### config.mk
export PLATFORM = sky130hd
export DESIGN_NAME = low_voltage_recovery_supervisor_top_flat
export DESIGN_NICKNAME = d
export VERILOG_FILES = /design/src/lvrs_pkg.sv /design/src/lvrs_req_if.sv /design/src/lvrs_rsp_if.sv /design/src/lvrs_core.sv /design/src/low_voltage_recovery_supervisor_top.sv /design/src/flat_wrapper.sv
export SDC_FILE = /design/constraint.sdc
export NUM_CORES = 1
export LEC_CHECK = 0
export BUFFER_PORTS_ARGS = -buffer_cell sky130_fd_sc_hd__buf_2
export CAP_MARGIN = 10
export CORE_MARGIN = 1.5
export CORE_UTILIZATION = 47
export CTS_BUF_LIST = sky130_fd_sc_hd__clkbuf_2
export DETAILED_ROUTE_END_ITERATION = 7
export MAX_ROUTING_LAYER = met4
export PLACE_DENSITY_LB_ADDON = 0.12
export SETUP_SLACK_MARGIN = 0.3
export SYNTH_ARGS = -nofsm -noshare
export SYNTH_HDL_FRONTEND = slang
export SYNTH_HIERARCHICAL = 1
export SYNTH_SLANG_ARGS = --single-unit
### constraint.sdc
create_clock -name clock -period 17.6 [get_ports clock]
set_input_delay 0.88 -clock clock [delete_from_list [all_inputs] [get_ports clock]]
set_output_delay 0.88 -clock clock [all_outputs]
set_load 0.02 [all_outputs]
### src/lvrs_pkg.sv
package lvrs_pkg;

   // Widths of the configuration port
   localparam int unsigned CSR_INDEX_W = 3;
   localparam int unsigned CSR_DATA_W  = 16;

   // Register indexes on the configuration port
   typedef enum logic [CSR_INDEX_W-1:0] {
      REG_ENABLED      = 3'd0,
      REG_START_MV     = 3'd1,
      REG_ABORT_MV     = 3'd2,
      REG_HYSTERESIS   = 3'd3,
      REG_MIN_LOW_SEC  = 3'd4,
      REG_MAX_ATTEMPTS = 3'd5,
      REG_MIN_GAP_SEC  = 3'd6,
      REG_PROGRAM      = 3'd7
   } csr_index_type;

   // Register values after reset
   localparam logic [15:0] START_MV_RESET     = 16'd12000;
   localparam logic [15:0] ABORT_MV_RESET     = 16'd11000;
   localparam logic [15:0] HYSTERESIS_RESET   = 16'd300;
   localparam logic [15:0] MIN_LOW_SEC_RESET  = 16'd60;
   localparam logic [7:0]  MAX_ATTEMPTS_RESET = 8'd3;
   localparam logic [15:0] MIN_GAP_SEC_RESET  = 16'd3600;
   localparam logic [7:0]  PROGRAM_RESET      = 8'd0;

   // Seconds are turned into milliseconds once, at the register write
   localparam logic [9:0] MS_PER_SEC = 10'd1000;

   // Programmed settings, with the two durations kept in milliseconds
   typedef struct packed {
      logic        enabled;
      logic [15:0] start_mv;
      logic [15:0] abort_mv;
      logic [15:0] hysteresis_mv;
      logic [31:0] min_low_ms;
      logic [7:0]  max_attempts;
      logic [31:0] min_gap_ms;
      logic [7:0]  program_number;
   } cfg_type;

   // One sample beat
   typedef struct packed {
      logic [31:0] now_ms;
      logic [15:0] voltage_mv;
      logic        voltage_valid;
      logic        executor_running;
      logic [7:0]  running_program;
   } item_type;

   // One result beat
   typedef struct packed {
      logic       start_request;
      logic       stop_request;
      logic [7:0] attempts_used;
      logic       low_pending;
   } result_type;

   // Turn a seconds setting into milliseconds
   function automatic logic [31:0] sec_to_ms(input logic [15:0] sec);
      logic [25:0] prod;
      prod = 26'(sec) * 26'(MS_PER_SEC);
      return 32'(prod);
   endfunction

endpackage

### src/lvrs_req_if.sv
interface lvrs_req_if;

   logic        valid;
   logic        ready;
   logic [31:0] now_ms;
   logic [15:0] voltage_mv;
   logic        voltage_valid;
   logic        executor_running;
   logic [7:0]  running_program;

   modport source (
      output valid, now_ms, voltage_mv, voltage_valid, executor_running, running_program,
      input  ready
   );

   modport sink (
      input  valid, now_ms, voltage_mv, voltage_valid, executor_running, running_program,
      output ready
   );

endinterface

### src/lvrs_rsp_if.sv
interface lvrs_rsp_if;

   logic       valid;
   logic       ready;
   logic       start_request;
   logic       stop_request;
   logic [7:0] attempts_used;
   logic       low_pending;

   modport source (
      output valid, start_request, stop_request, attempts_used, low_pending,
      input  ready
   );

   modport sink (
      input  valid, start_request, stop_request, attempts_used, low_pending,
      output ready
   );

endinterface

### src/lvrs_core.sv
module lvrs_core #(
   parameter logic [31:0] DAY_LENGTH_MS = 32'd86400000
) (
   input  logic                 clock,
   input  logic                 reset,
   input  logic                 step,
   input  lvrs_pkg::cfg_type    cfg,
   input  lvrs_pkg::item_type   item,
   output lvrs_pkg::result_type result
);

   import lvrs_pkg::*;

   logic [31:0] day_start_ff,  day_start_in;
   logic        day_valid_ff,  day_valid_in;
   logic [7:0]  attempts_ff,   attempts_in;
   logic [31:0] last_try_ff,   last_try_in;
   logic [31:0] low_since_ff,  low_since_in;
   logic        timer_on_ff,   timer_on_in;

   logic [31:0] day_base;
   logic [31:0] since_base;
   logic        timer_base;
   logic [16:0] clear_level;
   logic        start_req;
   logic        stop_req;

   // Decision for one sample, following the priority of the checks
   always_comb begin
      day_start_in = day_start_ff;
      day_valid_in = day_valid_ff;
      attempts_in  = attempts_ff;
      last_try_in  = last_try_ff;
      low_since_in = low_since_ff;
      timer_on_in  = timer_on_ff;
      start_req    = 1'b0;
      stop_req     = 1'b0;
      clear_level  = 17'(cfg.start_mv) + 17'(cfg.hysteresis_mv);

      // The day window opens at the first enabled beat
      day_base   = day_valid_ff ? day_start_ff : item.now_ms;
      since_base = timer_on_ff ? low_since_ff : item.now_ms;
      timer_base = 1'b1;

      if (!cfg.enabled) begin
         timer_on_in = 1'b0;
      end else begin
         day_valid_in = 1'b1;
         day_start_in = day_base;
         if (32'(item.now_ms - day_base) >= DAY_LENGTH_MS) begin
            attempts_in  = '0;
            day_start_in = item.now_ms;
         end

         if (item.voltage_valid) begin
            if (item.voltage_mv < cfg.abort_mv) begin
               timer_on_in = 1'b0;
               stop_req    = (cfg.program_number != '0) && item.executor_running &&
                             (item.running_program == cfg.program_number);
            end else if (item.voltage_mv < cfg.start_mv) begin
               // Low timer runs; a matured timer asks for a start if allowed
               timer_on_in  = timer_base;
               low_since_in = since_base;
               if (32'(item.now_ms - since_base) >= cfg.min_low_ms) begin
                  if ((attempts_in < cfg.max_attempts) &&
                      (32'(item.now_ms - last_try_ff) >= cfg.min_gap_ms)) begin
                     if (cfg.program_number != '0) begin
                        start_req   = 1'b1;
                        attempts_in = attempts_in + 8'd1;
                        last_try_in = item.now_ms;
                     end
                     timer_on_in = 1'b0;
                  end
               end
            end else if (17'(item.voltage_mv) > clear_level) begin
               timer_on_in = 1'b0;
            end
         end
      end

      result.start_request = start_req;
      result.stop_request  = stop_req;
      result.attempts_used = attempts_in;
      result.low_pending   = timer_on_in;
   end

   // Supervisor state advances once per sample beat
   always_ff @(posedge clock) begin
      if (reset) begin
         day_start_ff <= '0;
         day_valid_ff <= 1'b0;
         attempts_ff  <= '0;
         last_try_ff  <= '0;
         low_since_ff <= '0;
         timer_on_ff  <= 1'b0;
      end else if (step) begin
         day_start_ff <= day_start_in;
         day_valid_ff <= day_valid_in;
         attempts_ff  <= attempts_in;
         last_try_ff  <= last_try_in;
         low_since_ff <= low_since_in;
         timer_on_ff  <= timer_on_in;
      end
   end

endmodule

### src/low_voltage_recovery_supervisor_top.sv
// Channel   Direction  Handshake      Carries
// req_bus   in         valid / ready  now_ms, voltage_mv, voltage_valid, executor_running,
//                                     running_program
// rsp_bus   out        valid / ready  start_request, stop_request, attempts_used, low_pending
// csr_*     in         csr_we only    csr_index, csr_wdata
//
// A sample beat is registered in the input register, evaluated by the core from there and its
// result is held in the output register until it is taken.
// One sample is accepted every cycle while results are being taken; the throughput is set
// by the single evaluation stage, which updates the supervisor state once per beat.
// A stalled result holds the evaluation stage, which in turn holds the input register.
// Synchronous reset clears the pipeline, the supervisor state and the registers to defaults.
module low_voltage_recovery_supervisor_top #(
   parameter logic [31:0] DAY_LENGTH_MS = 32'd86400000
) (
   input  logic                                  clock,
   input  logic                                  reset,
   lvrs_req_if.sink                              req_bus,
   lvrs_rsp_if.source                            rsp_bus,
   input  logic                                  csr_we,
   input  logic [lvrs_pkg::CSR_INDEX_W-1:0]      csr_index,
   input  logic [lvrs_pkg::CSR_DATA_W-1:0]       csr_wdata
);

   import lvrs_pkg::*;

   cfg_type    cfg_ff;
   logic       stage_valid_ff;
   item_type   stage_item_ff;
   logic       out_valid_ff;
   result_type out_result_ff;
   result_type core_result;
   logic       advance;
   logic       take_req;
   logic       step;

   // Configuration registers, durations stored in milliseconds
   always_ff @(posedge clock) begin
      if (reset) begin
         cfg_ff.enabled        <= 1'b0;
         cfg_ff.start_mv       <= START_MV_RESET;
         cfg_ff.abort_mv       <= ABORT_MV_RESET;
         cfg_ff.hysteresis_mv  <= HYSTERESIS_RESET;
         cfg_ff.min_low_ms     <= sec_to_ms(MIN_LOW_SEC_RESET);
         cfg_ff.max_attempts   <= MAX_ATTEMPTS_RESET;
         cfg_ff.min_gap_ms     <= sec_to_ms(MIN_GAP_SEC_RESET);
         cfg_ff.program_number <= PROGRAM_RESET;
      end else if (csr_we) begin
         case (csr_index_type'(csr_index))
            REG_ENABLED:      cfg_ff.enabled        <= csr_wdata[0];
            REG_START_MV:     cfg_ff.start_mv       <= csr_wdata;
            REG_ABORT_MV:     cfg_ff.abort_mv       <= csr_wdata;
            REG_HYSTERESIS:   cfg_ff.hysteresis_mv  <= csr_wdata;
            REG_MIN_LOW_SEC:  cfg_ff.min_low_ms     <= sec_to_ms(csr_wdata);
            REG_MAX_ATTEMPTS: cfg_ff.max_attempts   <= csr_wdata[7:0];
            REG_MIN_GAP_SEC:  cfg_ff.min_gap_ms     <= sec_to_ms(csr_wdata);
            REG_PROGRAM:      cfg_ff.program_number <= csr_wdata[7:0];
            default: begin
            end
         endcase
      end
   end

   // Pipeline flow control
   assign advance       = !out_valid_ff || rsp_bus.ready;
   assign req_bus.ready = !stage_valid_ff || advance;
   assign take_req      = req_bus.valid && req_bus.ready;
   assign step          = stage_valid_ff && advance;

   // Input register
   always_ff @(posedge clock) begin
      if (reset) begin
         stage_valid_ff <= 1'b0;
      end else if (req_bus.ready) begin
         stage_valid_ff <= req_bus.valid;
      end
   end

   always_ff @(posedge clock) begin
      if (take_req) begin
         stage_item_ff.now_ms           <= req_bus.now_ms;
         stage_item_ff.voltage_mv       <= req_bus.voltage_mv;
         stage_item_ff.voltage_valid    <= req_bus.voltage_valid;
         stage_item_ff.executor_running <= req_bus.executor_running;
         stage_item_ff.running_program  <= req_bus.running_program;
      end
   end

   lvrs_core #(
      .DAY_LENGTH_MS (DAY_LENGTH_MS)
   ) u_core (
      .clock  (clock),
      .reset  (reset),
      .step   (step),
      .cfg    (cfg_ff),
      .item   (stage_item_ff),
      .result (core_result)
   );

   // Result register
   always_ff @(posedge clock) begin
      if (reset) begin
         out_valid_ff <= 1'b0;
      end else if (advance) begin
         out_valid_ff <= stage_valid_ff;
      end
   end

   always_ff @(posedge clock) begin
      if (step) begin
         out_result_ff <= core_result;
      end
   end

   assign rsp_bus.valid         = out_valid_ff;
   assign rsp_bus.start_request = out_result_ff.start_request;
   assign rsp_bus.stop_request  = out_result_ff.stop_request;
   assign rsp_bus.attempts_used = out_result_ff.attempts_used;
   assign rsp_bus.low_pending   = out_result_ff.low_pending;

endmodule
### src/flat_wrapper.sv
// flat-port wrapper written by rule: the top's interface ports become plain ports
module low_voltage_recovery_supervisor_top_flat import lvrs_pkg::*;
#(
   parameter logic [31:0] DAY_LENGTH_MS = 32'd86400000
)
  (clock, reset, csr_we, csr_index, csr_wdata, req_bus_valid, req_bus_now_ms, req_bus_voltage_mv, req_bus_voltage_valid, req_bus_executor_running, req_bus_running_program, req_bus_ready, rsp_bus_valid, rsp_bus_start_request, rsp_bus_stop_request, rsp_bus_attempts_used, rsp_bus_low_pending, rsp_bus_ready);
  lvrs_req_if req_bus_i ();
  lvrs_rsp_if rsp_bus_i ();
  input  logic clock;
  input  logic reset;
  input  logic csr_we;
  input  logic [lvrs_pkg::CSR_INDEX_W-1:0] csr_index;
  input  logic [lvrs_pkg::CSR_DATA_W-1:0] csr_wdata;
  input wire logic [$bits(req_bus_i.valid)-1:0] req_bus_valid;
  input wire logic [$bits(req_bus_i.now_ms)-1:0] req_bus_now_ms;
  input wire logic [$bits(req_bus_i.voltage_mv)-1:0] req_bus_voltage_mv;
  input wire logic [$bits(req_bus_i.voltage_valid)-1:0] req_bus_voltage_valid;
  input wire logic [$bits(req_bus_i.executor_running)-1:0] req_bus_executor_running;
  input wire logic [$bits(req_bus_i.running_program)-1:0] req_bus_running_program;
  output wire logic [$bits(req_bus_i.ready)-1:0] req_bus_ready;
  output wire logic [$bits(rsp_bus_i.valid)-1:0] rsp_bus_valid;
  output wire logic [$bits(rsp_bus_i.start_request)-1:0] rsp_bus_start_request;
  output wire logic [$bits(rsp_bus_i.stop_request)-1:0] rsp_bus_stop_request;
  output wire logic [$bits(rsp_bus_i.attempts_used)-1:0] rsp_bus_attempts_used;
  output wire logic [$bits(rsp_bus_i.low_pending)-1:0] rsp_bus_low_pending;
  input wire logic [$bits(rsp_bus_i.ready)-1:0] rsp_bus_ready;
  assign req_bus_i.valid = req_bus_valid;
  assign req_bus_i.now_ms = req_bus_now_ms;
  assign req_bus_i.voltage_mv = req_bus_voltage_mv;
  assign req_bus_i.voltage_valid = req_bus_voltage_valid;
  assign req_bus_i.executor_running = req_bus_executor_running;
  assign req_bus_i.running_program = req_bus_running_program;
  assign req_bus_ready = req_bus_i.ready;
  assign rsp_bus_valid = rsp_bus_i.valid;
  assign rsp_bus_start_request = rsp_bus_i.start_request;
  assign rsp_bus_stop_request = rsp_bus_i.stop_request;
  assign rsp_bus_attempts_used = rsp_bus_i.attempts_used;
  assign rsp_bus_low_pending = rsp_bus_i.low_pending;
  assign rsp_bus_i.ready = rsp_bus_ready;
  low_voltage_recovery_supervisor_top #(.DAY_LENGTH_MS(DAY_LENGTH_MS)) u_core (.clock(clock), .reset(reset), .req_bus(req_bus_i), .rsp_bus(rsp_bus_i), .csr_we(csr_we), .csr_index(csr_index), .csr_wdata(csr_wdata));
endmodule
After elaboration in Yosys (flattened, before gate mapping)
Index checks and enable logic that the tools add are counted.
{ "totals": {"register_bits": 288, "input_bits": 82, "out_inout_bits": 13, "elab_cells": 96} }
{ "op_classes": {"add_sub_neg": 5, "mul": 1, "n_lt_le_gt_ge": 7, "n_eq_ne": 8, "mux": 20, "bitwise_logic": 6, "n_reduce_logical": 24} }
{ "ops": {"columns": ["op", "n"], "rows": [
  ["$mux W32", 3],
  ["$sub A32 B32 Y32", 3],
  ["$mux W8", 9],
  ["$ge A32 B26 Y1", 2],
  ["$ge A32 B27 Y1 const B", 1],
  ["$lt A16 B16 Y1", 2],
  ["$mul A16 B7 Y23 const B", 1],
  ["$reduce_and A2 Y1", 9],
  ["$add A16 B16 Y17", 1],
  ["$gt A16 B17 Y1", 1],
  ["$eq A3 B3 Y1 const B", 4],
  ["$add A8 B1 Y8 const B", 1],
  ["$eq A8 B8 Y1", 1],
  ["$lt A8 B8 Y1", 1],
  ["$mux W1", 8],
  ["$reduce_and A8 Y1", 1],
  ["$reduce_bool A8 Y1", 1],
  ["$eq A3 B2 Y1 const B", 2],
  ["$not A1 Y1", 6],
  ["$reduce_or A6 Y1", 1],
  ["$logic_and A1 B1 Y1", 5],
  ["$reduce_and A5 Y1", 1],
  ["$eq A3 B1 Y1 const B", 1],
  ["$logic_not A3 Y1", 1],
  ["3 further kinds", 5]
]} }

Longest topological paths before layout
Gate-level depths: netlist of the first run.
{ "logic_depth": {"depth_word": 13, "ltp_mapped": 34} }

Hierarchy
Netlist of the first run, hierarchy kept.
{ "by_module_without_submodules": {"columns": ["module", "n_inst", "cells_per_inst", "area_each_um2", "seq_area_each_um2"], "rows": [
  ["lvrs_core", 1, 1684, 13349.1, 2122.0],
  ["low_voltage_recovery_supervisor_top", 1, 859, 8931.1, 4334.2]
]} }

Least setup slack after synthesis of the first run
No wires, ideal clock.
{ "synth_timing": {"kind": "reg-to-reg", "start": "register u_core.u_core.timer_on_ff", "end": "register u_core.out_result_ff, in the netlist u_core/rsp_bus.attempts_used[6], data pin", "setup_ns": 0.258, "arrival_ns": 6.313, "slack_ns": 11.029, "stages_incl_launch_ff": 32, "period_less_slack_ns": 6.571, "path_cell_list": "dfxtp_1 clkbuf_1 buf_1 nand2_1 o21ai_0 ha_1 inv_1 fa_1 a21o_1 a21oi_1 o21bai_1 a21oi_1 o21bai_1 a2111o_1 a2111oi_0 o21ai_0 o41ai_1 o21ai_0 o21a_1 nor2_1 xnor2_1 ha_1 nor2b_1 o21ai_0 a21oi_1 o21ai_0 o2bb2ai_1 nor2_1 o211ai_4 a2111oi_4 nand3_1 xor2_1"} }
{ "synth_lines": {"columns": ["element", "line", "text"], "rows": [
  ["start: declaration", "lvrs_core.sv:19", "logic timer_on_ff, timer_on_in;"],
  ["start signal: assignment", "lvrs_core.sv:102", "timer_on_ff <= timer_on_in;"],
  ["end signal: assignment", "low_voltage_recovery_supervisor_top.sv:111", "out_result_ff <= core_result;"],
  ["end: declaration", "low_voltage_recovery_supervisor_top.sv:31", "result_type out_result_ff;"]
]} }

Worst setup path in the final report of the first run
{ "layout_timing": {"start": "register u_core.u_core.timer_on_ff", "end": "register u_core.u_core.last_try_ff[24]"} }
{ "layout_via": {"elab_chain_len": 4} }
{ "layout_lines": {"columns": ["element", "line", "text"], "rows": [
  ["$mux W32", "lvrs_core.sv:42", "since_base = timer_on_ff ? low_since_ff : item.now_ms;"],
  ["net u_core.u_core.since_base[0]", "lvrs_core.sv:22", "logic [31:0] since_base;"],
  ["$sub A32 B32 Y32", "lvrs_core.sv:64", "if (32'(item.now_ms - since_base) >= cfg.min_low_ms) begin"],
  ["$ge A32 B26 Y1", "lvrs_core.sv:64", null],
  ["$reduce_and A8 Y1 (no source line)", null, null],
  ["end signal: assignment", "lvrs_core.sv:100", "last_try_ff <= last_try_in;"],
  ["end: declaration", "lvrs_core.sv:17", "logic [31:0] last_try_ff, last_try_in;"]
]} }
The timed path passes the listed nets, and every way through them passes these cells.
A chain may end at the register's enable or synchronous reset.

==> flow_summary.toml, run 1 <==
[setup_path]
crit_required_ns = 18.48
worstSetupStartpointType = "register"
rr_worst_depth = 31
worst_ep_arrival_time_ns = 8.75
regToRegEndpoint = "u_core/u_core/last_try_ff[24]"
r2r_slack_ns = 9.73
crit_top_cell = "o21ai_0"
rr_startpoint = "u_core/u_core/timer_on_ff"
crit_slowest_cell = "o41ai_1"
critical_path_class = "reg -> reg"
max_stage_delay_ns = 0.54
end_kind = "register"
worstSetupStartpoint = "u_core/u_core/timer_on_ff"
worst-path-max-fanout = 36

[sta]
hold_viol_final = 0
rsz0062_at_grt = "false"
relSlewSlack_pct = 27.5
post-route-period-util_pct = 44.7
clock_skew_ns = 0.101
period_needed_ns = 7.87
fmax_mhz = 127
tns_ns = 0
maxSlewViolCount = 0
worst_pin_slew_ns = 1.08
finalSetupViolations = 0

[cts]
clk_latency_ns = 1.10
cts-hold-fix-buffers = 59
clkSlewWorstSetupHoldPaths_ns = 0.12
cts_tree = "yes"
h-tree-depth = 3
cts_setup_buffers = 0
cts_buffers = 81
post_cts_resized = 0
cts_root_buffer = "clkbuf_2"
cts_sinks = 288
clockBufferDepth = 3

[global_route]
grt_use_total_pct = 25.3
antenna_found_initial = 2
grt_pass1_vias = 18726
grt_pass1_wl_um = 95100
grt_max_degree = 79
gr-total-overflow = 0

[floorplan]
rows = 79
core-area_um2 = 46700
dieHeight_um = 221
die_x_um = 221
die_area_um2 = 48700
io_pins = 95
initial_core_util_pct = 47.8

[synth]
ys.flop_type = "dfxtp_1"
ys_seq_elements = 288
synth-seq-area-share_pct = 29.0
async_flop_share_pct = 0
synth_edf_count = 69
synth_cell_types = 91
avgSynthCellArea_um2 = 8.76
synthCells = 2543
synth_warnings = 6
synth_area_um2 = 22300

[route]
drt_wl_total_um = 59100
via_per_inst = 5.59
vias = 19013
dr.pass1.iters = 7
wl_per_cell_um = 17.4
drc_errors = 12
drtAntennaViolNets = 0
dr.first_iter.drc_count = 1065

[power]
power_uw = 2160
p_per_area_nw_per_um2 = 87.5
ir_drop_mv = 0.0908
p_leak_uw = 0.0104

[cells_and_area]
nFillCells = 4440
drive_gt1_share_pct = 10.4
multi_input_area_um2 = 14600
finish.net_count = 3141
area_growth_pct = 11.0
stdcell_area_um2 = 24700
ff_latch_area_um2 = 6460

[placed_design]
dpl-instance-area_um2 = 23300
post-dp-hpwl_um = 44500
routabilityCongestion = 0.985
portBuffers = 94

[run_status]
violations = "DRC"
status = "finished with violations"

[worst_hold_path]
min_path_type = "in -> reg"
hp-start = "csr_wdata[5]"
hold_end = "u_core/cfg_ff[5]"
hold-path-cell-count = 3

[job]
drv_cap = 0
metrics by stage:
stage	utilization [%]	std cells	worst slack (ns)	hold slack (ns)
6_report	53.0	3399	9.73	0.103
5_1_grt	53.0	3399	9.13	-0.0178
4_1_cts	53.0	3395	9.70	0.000771
3_5_place_dp	50.0	3187	9.78	0.447
3_3_place_gp	50.0	3187	10.0	0.443
2_1_floorplan	-	2560	11.03	0.436
layout by cell type (no fill, tap or decap), types with 41 or more instances in the layout:
cell type        n
a21o_1          69
edfxtp_1        69
a21oi_1        198
clkbuf_2       125
xor2_1          41
ha_1           279
inv_1          256
nand3_1         53
mux2i_1        139
dlygate4sd3_1   59
o21ai_0         93
o211ai_1        45
dfxtp_1        217
a211oi_1        52
fa_1            58
xnor2_1         70
nand2_1        228
buf_2           93
nor2_1         200
flip-flops by register name (all words and copies together) (netlist names):
register and cells:
u_core/u_core/day_start_ff 32, u_core/cfg_ff 111, u_core/rsp_bus.stop_request 1, u_core/rsp_bus.attempts_used 8
u_core/rsp_bus.start_request 1, u_core/u_core/day_valid_ff 1, u_core/u_core/low_since_ff 32, u_core/stage_item_ff 58
u_core/u_core/timer_on_ff 1, u_core/u_core/last_try_ff 32, u_core/u_core/attempts_ff 8, u_core/rsp_bus.valid 1
u_core/rsp_bus.low_pending 1, u_core/stage_valid_ff 1
synth_stat cells (all sizes together), types with 6 or more instances:
master / number / area, um2
ha: 279 / 3490
inv: 256 / 961
nand2: 229 / 862
dfxtp: 219 / 4380
nor2: 202 / 761
a21oi: 199 / 1000
mux2i: 139 / 1390
o21ai: 101 / 513
xnor2: 71 / 629
a21o: 69 / 518
edfxtp: 69 / 2070
clkbuf: 65 / 245
fa: 58 / 1160
a211oi: 55 / 428
nand3: 53 / 265
o211ai: 48 / 393
xor2: 41 / 359
nand4: 34 / 213
nor3: 30 / 150
o21a: 26 / 203
nor2b: 25 / 156
buf: 24 / 146
nand2b: 24 / 150
and3: 19 / 124
and2: 17 / 106
o21bai: 15 / 113
nor4: 13 / 81.3
or3: 13 / 81.3
a2111oi: 12 / 174
o31ai: 12 / 90.1
a31oi: 11 / 83.8
or2: 9 / 56.3
o311ai: 8 / 70.1
and4: 6 / 52.6
nand3b: 6 / 45.0
nor3b: 6 / 45.0
routing by layer:
layer,track usage [%],vias up,wire (um)
met5,-,-,0
met4,7.16,0,1080
met3,4.19,70,2800
met2,41.2,403,27800
met1,32.3,9131,27400
li1,-,9409,-
critical path, delay by kind of cell (launching register included):
| kind | cells | cell delay (ns) |
|---|---|---|
| compound gates | 18 | 4.21 |
| buf+inv | 3 | 1.06 |
| simple gates | 5 | 0.71 |
| fa+ha+maj | 3 | 0.91 |
| xor+xnor | 1 | 0.08 |
| mux | 1 | 0.26 |
| flops | 1 | 0.32 |
layout make-up:
type | count | area share, %
multi-input combinational | 1927 | 58.9
sequential | 288 | 26.1
timing repair buffer | 168 | 4.77
inverter | 256 | 3.89
tap | 607 | 3.07
clock buffer | 125 | 2.53
clock inverter | 24 | 0.653
antenna | 4 | 0.0405
how the worst max path moves through the flow:
stage / cells after the start / slack (ns) / endpoint
finish: 31 / 9.73 / u_core/u_core/last_try_ff[24]
global route: 31 / 9.13 / u_core/u_core/last_try_ff[16]
CTS: 31 / 9.70 / u_core/u_core/last_try_ff[24]
detailed placement: 31 / 9.78 / u_core/u_core/last_try_ff[29]
global placement: 31 / 10.0 / u_core/u_core/last_try_ff[29]
floorplan: 31 / 11.03 / u_core/rsp_bus.attempts_used[6]
report_power, final:
| group | internal (uW) | switching, uW | leakage, uW | total [uW] |
|---|---|---|---|---|
| Clock | 219 | 311 | 0.000585 | 529 |
| Combinational | 358 | 548 | 0.00740 | 907 |
| Sequential | 700 | 25.7 | 0.00245 | 726 |
| Total | 1280 | 885 | 0.0104 | 2160 |
cell families after synthesis:
logic type	synth area share [%]
buffers and inverters	6.07
other	0.0168
AND/OR/NAND/NOR	14.6
adder cells (fa/ha/maj)	20.9
AO/OA/AOI/OAI	18.7
flip-flops	29.0
XOR/XNOR	4.44
multiplexers	6.35
No activity file was read; power rests on OpenSTA's default activity.
==> run 2, diff against run 1 <==
==> constraint.sdc (replaced) <==
create_clock -name clock -period 7 [get_ports clock]
set_input_delay 0.35 -clock clock [delete_from_list [all_inputs] [get_ports clock]]
set_output_delay 0.35 -clock clock [all_outputs]
set_load 0.02 [all_outputs]
==> run 2 against run 1 <==
Against the previous run: register-to-register slack worse by 9.2 ns; critical path type unchanged; critical endpoint is now u_core/u_core/attempts_ff[1]; hold slack improved by 0.079 ns; sequential power grew to 2.5 times the previous value; total power rose to 2.6 times the previous value; the run still ends with DRC left; setup slack lost 9.2 ns.
==> flow_summary.toml, run 2 (synthesized netlist as in run 1, its figures left out) <==
[run_status]
status = "finished with violations"
violations = "DRC"

[route]
drc_errors = 7
vias = 19838
dr.first_iter.drc_count = 1197
drt_wl_total_um = 63400
dr.pass1.iters = 8
via_per_inst = 5.51
drtAntennaViolNets = 0
wl_per_cell_um = 17.6

[floorplan]
io_pins = 95
dieHeight_um = 221
die_x_um = 221
core-area_um2 = 46700
die_area_um2 = 48700
initial_core_util_pct = 47.8
rows = 79

[cts]
cts_tree = "yes"
clockBufferDepth = 3
cts_sinks = 288
h-tree-depth = 3
clk_latency_ns = 1.10
clkSlewWorstSetupHoldPaths_ns = 0.10
cts_root_buffer = "clkbuf_2"
cts_buffers = 83

[setup_path]
worst-path-max-fanout = 17
crit_required_ns = 8.00
critical_path_class = "reg -> reg"
worstSetupStartpointType = "register"
max_stage_delay_ns = 0.51
end_kind = "register"
r2r_slack_ns = 0.58
crit_slowest_cell = "a2111o_1"
worst_ep_arrival_time_ns = 7.42

[cells_and_area]
area_growth_pct = 20.6
finish.net_count = 3339
largest_reg_flops = 111
multi_input_area_um2 = 14800
nFillCells = 4254
ff_latch_area_um2 = 6460
final_cell_mix = "277 x ha_1, 255 x inv_1, 228 x nand2_1"
regMostFlops = "u_core/cfg_ff"
top_regs = "u_core/cfg_ff: 111 flops, u_core/stage_item_ff: 58 flops"
fin_util_pct = 57.6
final_common_cell = "ha_1"
drive_gt1_share_pct = 14.0

[global_route]
grt_max_degree = 68
grt_pass1_wl_um = 101000
grt_pass1_vias = 19663
gr-total-overflow = 0
grt_use_total_pct = 27.0
antenna_found_initial = 3

[power]
ir_drop_mv = 0.217
p_leak_uw = 0.0114
p_per_area_nw_per_um2 = 210

[sta]
post-route-period-util_pct = 91.8
worst_pin_slew_ns = 1.12
rsz0062_at_grt = "false"
finalSetupViolations = 0
fmax_mhz = 156
clock_skew_ns = 0.0893
relSlewSlack_pct = 24.7
hold_viol_final = 0
tns_ns = 0
period_needed_ns = 6.42
maxSlewViolCount = 0

[placed_design]
portBuffers = 94
post-dp-hpwl_um = 45300
routabilityCongestion = 0.898

[job]
drv_cap = 0

[worst_hold_path]
min_path_type = "in -> reg"
## run 2: cell types whose count changed in the layout (fill, tap and decap cells not counted), sizes merged
cell,delta
dlygate4sd3,+110
buf,+86
clkinv,+4
clkinvlp,-2
inv,+2
bufinv,+1
diode,+1
## run 2: power breakdown
group | internal [uW] | leakage [uW] | total (uW) | switching, uW
sequential | 1760 | 0.00245 | 1820 | 54.7
combinational | 1000 | 0.00836 | 2440 | 1440
clock | 591 | 0.000621 | 1380 | 790
total | 3360 | 0.0114 | 5640 | 2280
## run 2: through the flow
step / power, uW / hold slack [ns] / worst slack (ns) / instance area (um2) / instances
2_1_floorplan: 3570 / 0.436 / 0.429 / 22300 / 2560
3_3_place_gp: 4130 / 0.442 / 0.0790 / 23900 / 3258
3_5_place_dp: 4160 / 0.447 / 0.0217 / 23900 / 3258
4_1_cts: 5660 / 0.0761 / 0.216 / 26600 / 3588
5_1_grt: 6100 / 0.0642 / 0.233 / 26900 / 3601
6_report: 5640 / 0.182 / 0.576 / 26900 / 3601
## run 2: routing by layer
metal / up-vias / GRT usage (%) / wire length, um
met2: 437 / 43.7 / 29200
met5: - / - / 0
met1: 9480 / 34.0 / 29000
li1: 9816 / - / -
met3: 105 / 6.14 / 3780
met4: 0 / 7.00 / 1430
## run 2: what timing repair did
item,in CTS,in global routing
buffers inserted,3,8
hold buffers,172,0
pin swaps,1,25
resized for setup,15,48
setup endpoints to repair,50,51
gates cloned,1,0
hold endpoints to repair,212,0
## run 2: layout make-up
class	count	share of cell area, %
diodes	5	0.0465
clock buffers	125	2.33
clock inverters	29	0.754
inverters	256	3.57
multi-input cells	1927	55.0
flip-flops and latches	288	24.0
well taps	607	2.83
repair buffers	364	11.4
## run 2: final timing paths
check                                start                            to  cells after the start
setup / recovery  u_core/stage_item_ff[26]  u_core/u_core/attempts_ff[1]                     33
hold / removal                csr_wdata[7]             u_core/cfg_ff[87]                      4
setup reg to reg  u_core/stage_item_ff[26]  u_core/u_core/attempts_ff[1]                     33
hold reg to reg         u_core/cfg_ff[106]            u_core/cfg_ff[106]                      2
## run 2: worst max-delay path, delay by kind of cell, from the launching register on
family	cells	cell delay (ns)
adder cells (fa/ha/maj)	3	0.70
AND/OR/NAND/NOR	3	0.50
AO/OA/AOI/OAI	19	3.67
XOR/XNOR	1	0.06
buffers and inverters	7	0.95
flip-flops	1	0.45
==> run 3, diff against run 2 <==
--- a/config.mk
+++ b/config.mk
@@ -16,5 +16,4 @@
 export SETUP_SLACK_MARGIN = 0.3
 export SYNTH_ARGS = -nofsm -noshare
 export SYNTH_HDL_FRONTEND = slang
-export SYNTH_HIERARCHICAL = 1
 export SYNTH_SLANG_ARGS = --single-unit
==> run 3 against run 2 <==
Against the previous run: the run now ends clean; clock skew decreased by 0.0051 ns; critical path depth down 9; via count decreased by 3.6%; critical path type unchanged; highest routed layer unchanged.
==> flow_summary.toml, run 3 <==
[cts]
cts_buffers = 83
cts_tree = "yes"
cts_root_buffer = "clkbuf_2"
h-tree-depth = 3
cts_sinks = 288
clkSlewWorstSetupHoldPaths_ns = 0.13
clk_latency_ns = 1.09
clockBufferDepth = 3

[setup_path]
worstSetupStartpointType = "register"
worst-path-max-fanout = 12
critical_path_class = "reg -> reg"
path_cells = "nand2_1, o21ai_0, ha_1, inv_1, fa_1, a21o_1, a221o_1, a311oi_1, o21a_2, xnor2_1, nand3_1, a311oi_2, o211ai_1, and3_2, ha_1, a21o_1, a221o_1, a21oi_1, and2_1, o211ai_1, buf_4, or4_1, or4_1, nand3_1"
worst_ep_arrival_time_ns = 7.40
crit_required_ns = 8.03
crit_slowest_cell = "or4_1"
max_stage_delay_ns = 0.63
end_kind = "register"

[synth]
synth-simple-area-share_pct = 15.3
synthTopCellsByArea = "dfxtp_1 20%, ha_1 15%, edfxtp_1 9.6%"
synth_cell_types = 86
synth_compound_area_share_pct = 20.9
synth_fa_ha_area_share_pct = 20.6
synth_mux_area_share_pct = 3.57
synth_edf_count = 69
synth_nets = 2867
yosysTopAreaCell = "dfxtp_1"
synth_warnings = 0
ys.flop_type = "dfxtp_1"
synth-seq-area-share_pct = 30.0
ys_top_cells_by_count = "303 x nand2_1, 261 x ha_1, 245 x a21oi_1"
synth_top_family_by_area = "compound AO/OA/AOI/OAI gates"
synth_top_cell_area_share_pct = 20.4
synthCells = 2466
yosysMostFrequentCell = "nand2_1"
synth_xor_area_share_pct = 4.16
ys_seq_elements = 288
avgSynthCellArea_um2 = 8.72
async_flop_share_pct = 0
synth_area_um2 = 21500

[floorplan]
initial_core_util_pct = 47.5
dieHeight_um = 217
core-area_um2 = 45300
die_x_um = 217
rows = 78
die_area_um2 = 47000
io_pins = 95

[power]
p_comb_share_pct = 39.1
switching_power_uw = 2000
ir_drop_mv = 0.175
p_per_area_nw_per_um2 = 205
seqPwrFrac_pct = 35.5
clock_power_share_pct = 25.4
power.share.switching_pct = 39.3
p_leak_uw = 0.0103
intPower_uw = 3100

[placed_design]
dp_cells = 3081
post-dp-hpwl_um = 43000
dpl-instance-area_um2 = 22500
portBuffers = 94
routabilityCongestion = 0.880

[route]
drtAntennaViolNets = 0
via_per_inst = 5.62
drc_errors = 0
dr.pass1.iters = 5
vias = 19115
dr.first_iter.drc_count = 1147
wl_per_cell_um = 17.6
drt_wl_total_um = 59700

[sta]
tns_ns = 0
clock_skew_ns = 0.0842
post-route-period-util_pct = 91.1
relSlewSlack_pct = 20.0
fmax_mhz = 157
maxSlewViolCount = 0
period_needed_ns = 6.37
worst_pin_slew_ns = 1.20
hold_viol_final = 0
holdWs_ns = 0.246
rsz0062_at_grt = "false"
finalSetupViolations = 0

[worst_hold_path]
min_path_type = "in -> reg"

[cells_and_area]
top_regs = "u_core.cfg_ff: 111 flops, u_core.stage_item_ff: 58 flops"
stdcell_count = 3400
final_common_cell = "nand2_1"
nFillCells = 4249
final_cell_mix = "303 x nand2_1, 261 x ha_1, 242 x a21oi_1"
area_growth_pct = 15.9
finish.net_count = 3131
regMostFlops = "u_core.cfg_ff"
drive_gt1_share_pct = 10.4
stdcell_area_um2 = 24900
largest_reg_flops = 111

[global_route]
antenna_found_initial = 3
grt_max_degree = 81
grt_use_total_pct = 26.4
grt_pass1_wl_um = 96600
grt_pass1_vias = 18722
gr-total-overflow = 0

[run_status]
status = "completed"

[job]
drv_cap = 0
## run 3: cell types whose count changed after synthesis, moves of 10 or more
cell,previous run,this run
a21oi_1,198,245
ha_1,279,261
inv_1,256,183
mux2i_1,139,73
nand2_1,228,303
nand4_1,34,63
nor2_1,201,138
o211ai_1,45,56
o21ai_0,93,78
o21bai_1,15,25
o31ai_1,12,37
## run 3: path summary, 6_finish.rpt
kind                            slack (ns)  depth (start not counted)                              to                            from
worst max-delay path                  0.63                         24    u_core.u_core.attempts_ff[4]      u_core.u_core.day_valid_ff
worst min-delay path                  0.25                          4               u_core.cfg_ff[93]                   csr_wdata[13]
worst max register to register        0.63                         24    u_core.u_core.attempts_ff[4]      u_core.u_core.day_valid_ff
worst min register to register        0.46                          2  u_core.u_core.day_start_ff[28]  u_core.u_core.day_start_ff[28]
## run 3: repair_timing
item / in CTS / in global routing
resized for setup: 0 / 5
setup buffers: 0 / 1
hold buffers: 162 / 0
endpoints found under the hold margin: 181 / 0
setup endpoints to repair: 0 / 40
## run 3: stage by stage
step	worst slack, ns	utilization [%]	power [uW]
after floorplan	0.888	-	3320
after global placement	0.651	49.6	3740
after detailed placement	0.534	49.6	3770
after CTS	0.517	54.9	5160
after global routing	0.346	55.0	5520
final	0.626	55.0	5110
## run 3: logic make-up after synthesis
| family | count (synthesis) |
|---|---|
| AND/OR/NAND/NOR | 710 |
| AO/OA/AOI/OAI | 688 |
| adder cells (fa/ha/maj) | 319 |
| flip-flops | 288 |
| buffers and inverters | 283 |
| XOR/XNOR | 102 |
| multiplexers | 76 |
## run 3: critical path: cells and delay by family (launching register included)
| family | cells | cell delay [ns] |
|---|---|---|
| AOI/OAI and AO/OA | 11 | 2.78 |
| xor gates and xnor gates | 1 | 0.13 |
| adders and majority gates | 3 | 0.85 |
| buffers and inverters | 2 | 0.25 |
| DFF | 1 | 0.56 |
| and+or+nand+nor | 7 | 1.80 |
## run 3: power groups by stage
stage          sequential [uW]  clock (uW)  combinational, uW
6_report                  1810        1290               2000
5_1_grt                   1820        1420               2280
4_1_cts                   1820        1350               2000
3_5_place_dp              1850           0               1920
3_3_place_gp              1850           0               1890
2_1_floorplan             1830           0               1490
## run 3: area by class of cell
class,instances,area (um2),area share [%]
multi-input combinational,1895,13900,55.9
sequential,288,6460,25.9
timing repair buffer,278,2310,9.26
tap,600,751,3.01
inverter,184,691,2.77
clock buffer,128,641,2.57
clock inverter,24,121,0.487
antenna,3,7.51,0.0301
## run 3: metal layers
metal	wire length [um]	vias to the layer above	GRT usage [%]	part of all wire (%)
li1	-	9484	-	-
met1	26900	9074	32.9	45
met2	28300	442	43.3	47
met3	2960	115	5.09	5.0
met4	1490	0	7.96	2.5
met5	0	-	-	0
